### src/hdl/gmu_pkg.sv
// Package for the packed upper-triangle Gram matrix block.
// Holds field widths, register indexes, reset values and the MAC control struct.
// No dependencies.
`default_nettype none

package gmu_pkg;

  localparam int DOT_BITS       = 38;
  localparam int ROW_FIELD_BITS = 5;
  localparam int ADDR_BITS_OUT  = 10;
  localparam int ROW_COUNT_BITS = 6;
  localparam int COL_COUNT_BITS = 7;
  localparam int CFG_DATA_BITS  = 7;
  localparam int CFG_INDEX_BITS = 2;

  typedef logic [CFG_INDEX_BITS-1:0] cfg_index_t;
  localparam cfg_index_t REG_ROW_COUNT    = 2'd0;
  localparam cfg_index_t REG_COLUMN_COUNT = 2'd1;

  localparam logic [ROW_COUNT_BITS-1:0] ROW_COUNT_RESET    = 6'd32;
  localparam logic [COL_COUNT_BITS-1:0] COLUMN_COUNT_RESET = 7'd64;

  // Tags that travel with each operand pair through the MAC pipeline
  typedef struct packed {
    logic valid;
    logic first;
    logic last;
  } mac_ctl_t;

endpackage

`default_nettype wire

### src/hdl/gmu_mac.sv
// Shared multiply-accumulate unit: product register, then wide accumulator.
// Operands arrive in the cycle after their tags (registered RAM read). Uses gmu_pkg.
`default_nettype none

module gmu_mac
  import gmu_pkg::*;
#(
  parameter int ELEMENT_BITS = 16
) (
  input  wire logic                           clk,
  input  wire logic                           rst,
  input  wire mac_ctl_t                       issue,
  input  wire logic signed [ELEMENT_BITS-1:0] data_a,
  input  wire logic signed [ELEMENT_BITS-1:0] data_b,
  output logic             [DOT_BITS-1:0]     acc_out,
  output logic                                done
);

  localparam int PROD_BITS = 2 * ELEMENT_BITS;
  localparam int ACC_BITS  = (PROD_BITS > DOT_BITS) ? PROD_BITS : DOT_BITS;

  mac_ctl_t                    ctl_rd;
  mac_ctl_t                    ctl_prod;
  logic signed [PROD_BITS-1:0] prod;
  logic signed [ACC_BITS-1:0]  acc;
  logic signed [ACC_BITS-1:0]  prod_ext;

  assign prod_ext = ACC_BITS'(prod);
  assign acc_out  = acc[DOT_BITS-1:0];

  always_ff @(posedge clk) begin
    if (rst) begin
      ctl_rd   <= '0;
      ctl_prod <= '0;
      done     <= 1'b0;
    end else begin
      ctl_rd   <= issue;
      ctl_prod <= ctl_rd;
      done     <= ctl_prod.valid && ctl_prod.last;
    end
    if (ctl_rd.valid) begin
      prod <= data_a * data_b;
    end
    if (ctl_prod.valid) begin
      acc <= ctl_prod.first ? prod_ext : acc + prod_ext;
    end
  end

endmodule

`default_nettype wire

### config.mk
export PLATFORM = sky130hd
export DESIGN_NAME = gmu_mac
export DESIGN_NICKNAME = d
export VERILOG_FILES = /design/src/hdl/gmu_pkg.sv /design/src/hdl/gmu_mac.sv
export SDC_FILE = /design/constraint.sdc
export NUM_CORES = 1
export LEC_CHECK = 0
export BUFFER_PORTS_ARGS = -buffer_cell sky130_fd_sc_hd__clkbuf_2
export CAP_MARGIN = 20
export CORE_MARGIN = 1
export CORE_UTILIZATION = 55
export DETAILED_ROUTE_END_ITERATION = 16
export GPL_ROUTABILITY_DRIVEN = 0
export GPL_TIMING_DRIVEN = 0
export HOLD_SLACK_MARGIN = 0.03
export PLACE_DENSITY_LB_ADDON = 0.12
export SETUP_SLACK_MARGIN = 0.02
export SYNTH_ARGS = -nofsm -noshare
export SYNTH_HDL_FRONTEND = slang
export SYNTH_SLANG_ARGS = --single-unit
### constraint.sdc
create_clock -name clk -period 12.23 [get_ports clk]
set_input_delay 2.446 -clock clk [delete_from_list [all_inputs] [get_ports clk]]
set_output_delay 2.446 -clock clk [all_outputs]
set_load 0.01 [all_outputs]
* Word level (Yosys, flattened, before mapping)
Index checks and enable logic that the tools add are counted.
** Word-level totals
- Register bits :: 77
- Latch bits :: 0
- Memory bits (writable) :: 0
- Bits in read-only memories :: 0
- Logic and storage cells :: 13
- Memories :: 0
** Cells by class
- $add $sub $neg :: 1
- Multiply operators :: 1
- Div/mod/pow operators :: 0
- $lt $le $gt $ge :: 0
- Equality and inequality tests :: 0
- Shifts and indexed selects :: 0
- Multiplexer cells :: 1
- Bitwise operators :: 0
- Reduce and logical (&&, ||, !) cells :: 1
** Operators with widths (count)
- adder 38 x 32 -> 38 bit :: 1
- 2-to-1 mux 38 bit :: 1
- multiplier 16 x 16 -> 32 bit :: 1
- logical AND 1 bit :: 1

* Depth between registers and ports, before layout
- Depth in word-level cells :: 2
- Depth in mapped cells :: 23
- Gate-level depth less buffers :: 21

* Least setup slack after synthesis
Ideal clock, no wire load.
- Path type :: input to register
- Start :: input port data_b[1]
- End :: register prod[28], data pin
- Setup time :: 262 ps
- Arrival :: 7718 ps
- Slack :: 4250 ps
- Stages :: 20
- Cells stage by stage :: clkbuf_1 -> nand2_1 -> fa_1 -> fa_1 -> fa_1 -> inv_1 -> fa_1 -> fa_1 -> inv_1 -> fa_1 -> inv_1 -> ha_1 -> a211oi_2 -> nand2_1 -> o22ai_1 -> a31oi_4 -> a2111o_1 -> a31oi_2 -> o21bai_1 -> xor2_1
** On the way
- Word-level cells in the longest chain between the ends :: 1
** RTL lines
- start: declaration :: line gmu_mac.sv:14 : input wire logic signed [ELEMENT_BITS-1:0] data_b,
- multiplier 16 x 16 -> 32 bit :: line gmu_mac.sv:42 : prod <= data_a * data_b;
- end signal: assignment :: line gmu_mac.sv:42
- end: declaration :: line gmu_mac.sv:24 : logic signed [PROD_BITS-1:0] prod;
Every way passes these cells.
A chain may end at the register's enable or synchronous reset.

* Worst setup path after layout
- Start :: input port data_a[7]
- End :: register prod[31], data pin
** On the way
- Word-level cells in the longest chain between the ends :: 1
** RTL lines
- start: declaration :: line gmu_mac.sv:13 : input wire logic signed [ELEMENT_BITS-1:0] data_a,
- multiplier 16 x 16 -> 32 bit :: line gmu_mac.sv:42
Every way passes these cells.

==> flow_summary.yaml <==
routing:
  drtIter0Drc: 711
  routed_wl_um: 33900
  antenna_left: 0
  drc: 0
  vias: 10800
  drt-wirelength-per-cell_um: 17.4
  viasPerCell: 5.54
  dr.pass1.iters: 5
placed_design:
  place_hpwl_um: 28600
  place_ws_ps: 3170
  numPortBuffers: 75
synth:
  syn_inst: 1526
  synth_cell_types: 61
  synth_ff_type: "edfxtp_1"
  synth-edff-count: 70
  synth_nets: 1945
  syn_avg_cell_area_sq_um: 9.47
  ys.warnings.count: 0
  async_flop_share_pct: 0
  ys_ff_latch: 77
  ys_seq_area_share_pct: 15.5
  synth.cell_area_sq_mm: 0.0145
sta:
  finalSetupViolCount: 0
  max_freq_mhz: 114
  fin_tns_setup_ps: 0
  fin_crit_ps: 8760
  hold_viol_final: 0
  timing.hold.ws_ps: 416
  skew_ps: 16.9
  final_max_slew_viol_count: 0
  min_period_over_period_pct: 71.6
  rsz0062_at_grt: "no"
  setup_ws_ps: 3470
  timing.slew.headroom_pct: 49.1
  worst_pin_slew_ps: 744
grt:
  grt_pass1_wl_um: 55100
  grt_max_degree: 30
  antenna_found_initial: 0
  gr-usage-all-layers_pct: 26.5
  grt_pass1_vias: 10900
  overflow: 0
floorplanning:
  die_h_um: 164
  rows: 58
  ios: 76
  initial_utilization_pct: 56.7
  core_area_sq_mm: 0.0255
  fp.dieW_um: 164
  die_area_sq_mm: 0.0269
cts:
  h-tree-depth: 3
  clk_latency_ps: 350
  cts_tree: "done"
  post_cts_buffers: 0
  clock-root-buffer: "clkbuf_16"
  clk_pin_slew_worst_paths_ps: 70
  clock_path_buffers: 2
  cts_made_buffers: 9
  cts.repair.resized: 0
  clock_sinks: 77
  cts_hold_buf: 0
layout:
  antenna_cells: 0
  fill_cells: 2202
  area_growth_pct: 7.92
  final_common_cell: "inv_1"
  drive_above_1_share_pct: 6.55
  fin_nets: 2033
  most-common-layout-cells: "298 x inv_1, 263 x fa_1, 172 x nand2_1, 129 x and2_1, 119 x ha_1"
setup_path:
  cp_max_fo: 10
  critPathLaunchType: "input port"
  critical_path_required_ps: 12310
  arrival_ps: 8840
  path_class: "input port to flip-flop"
  end_kind: "flip-flop"
outcome:
  outcome: "finished clean"
run:
  max_cap_viol_count: 0
hold_path:
  min_path_type: "flip-flop to flip-flop"
## area by class of cell
cell class	instances	area, sq um	share of cell area [%]
Buffer	47	176	1.13
Inverter	298	1120	7.17
Sequential cell	77	2240	14.4
Clock inverter	6	57.6	0.369
Timing Repair Buffer	77	423	2.71
Tap cell	330	413	2.65
Clock buffer	10	250	1.60
Multi-Input combinational cell	1104	10900	70.0
## through the flow
stage	cell area (sq um)	cells	utilization, %
3_3_place_gp	15200	1931	59.8
3_5_place_dp	15300	1933	60.0
4_1_cts	15600	1949	61.2
5_1_grt	15600	1949	61.2
2_1_floorplan	14500	1526	-
6_report	15600	1949	61.2
## state kept, by name, summed over array words and instances, names as in the netlist
register / count
prod: 32
ctl_prod: 3
ctl_rd: 3
done: 1
acc_out: 38
## critical path: stages
cell and delay, ps:
clkbuf_2 240, clkbuf_1 500, and2_1 240, fa_1 410, inv_1 80, fa_1 440, fa_1 520, inv_1 60
fa_1 490, fa_1 490, inv_1 50, fa_1 500, inv_1 50, ha_1 270, clkbuf_1 290, nand4_1 150
nor4_1 430, o31a_1 330, and3_1 230, o22ai_1 140, o21ai_0 230, a21oi_1 110, xnor2_1 140
## cell usage after synthesis (7+ instances only)
cell	number	area (sq um)
a21o_1	18	135
ha_1	119	1490
clkbuf_1	44	165
o21ai_0	31	155
dfxtp_1	7	140
inv_1	298	1120
edfxtp_1	70	2100
nand3_1	19	95.1
fa_1	263	5270
and3_1	9	56.3
a21oi_1	56	280
a211oi_1	7	52.6
nor2_1	51	191
o31ai_1	10	75.1
nor3b_1	15	113
nand2_1	172	646
nor3_1	10	50.1
xnor2_1	37	324
o21ai_1	25	125
xor2_1	20	175
and2_1	129	807
nand2b_1	15	93.8
nor2b_1	12	75.1
## layer usage
layer | part of all wire, % | GRT usage (%)
met1 | 44 | 37.0
met2 | 47 | 43.9
met3 | 6.5 | 3.81
met4 | 1.8 | 5.98
met5 | 0 | 0
## path summary, 6_finish.rpt
path / from / endpoint / slack, ps / depth (start not counted)
setup / recovery: data_a[7] / prod[31] / 3470 / 23
hold reg to reg: ctl_prod[0] / done / 420 / 2
setup reg to reg: prod[10] / acc_out[25] / 8920 / 9
hold / removal: ctl_prod[0] / done / 420 / 2
## cells by family (layout without fill, tap and decap cells)
| family | count (synthesis) | after routing | synth area share (%) |
|---|---|---|---|
| adder cells (fa/ha/maj) | 382 | 382 | 46.7 |
| flip-flops | 77 | 77 | 15.5 |
| multiplexers | 4 | 4 | 0.286 |
| AO/OA/AOI/OAI | 200 | 200 | 8.88 |
| AND/OR/NAND/NOR | 461 | 461 | 16.2 |
| XOR/XNOR | 57 | 57 | 3.45 |
| buffers and inverters | 345 | 438 | 8.96 |
Power is not shown: default switching activity piles up to over one toggle a cycle in this logic, so the estimate is an artifact.
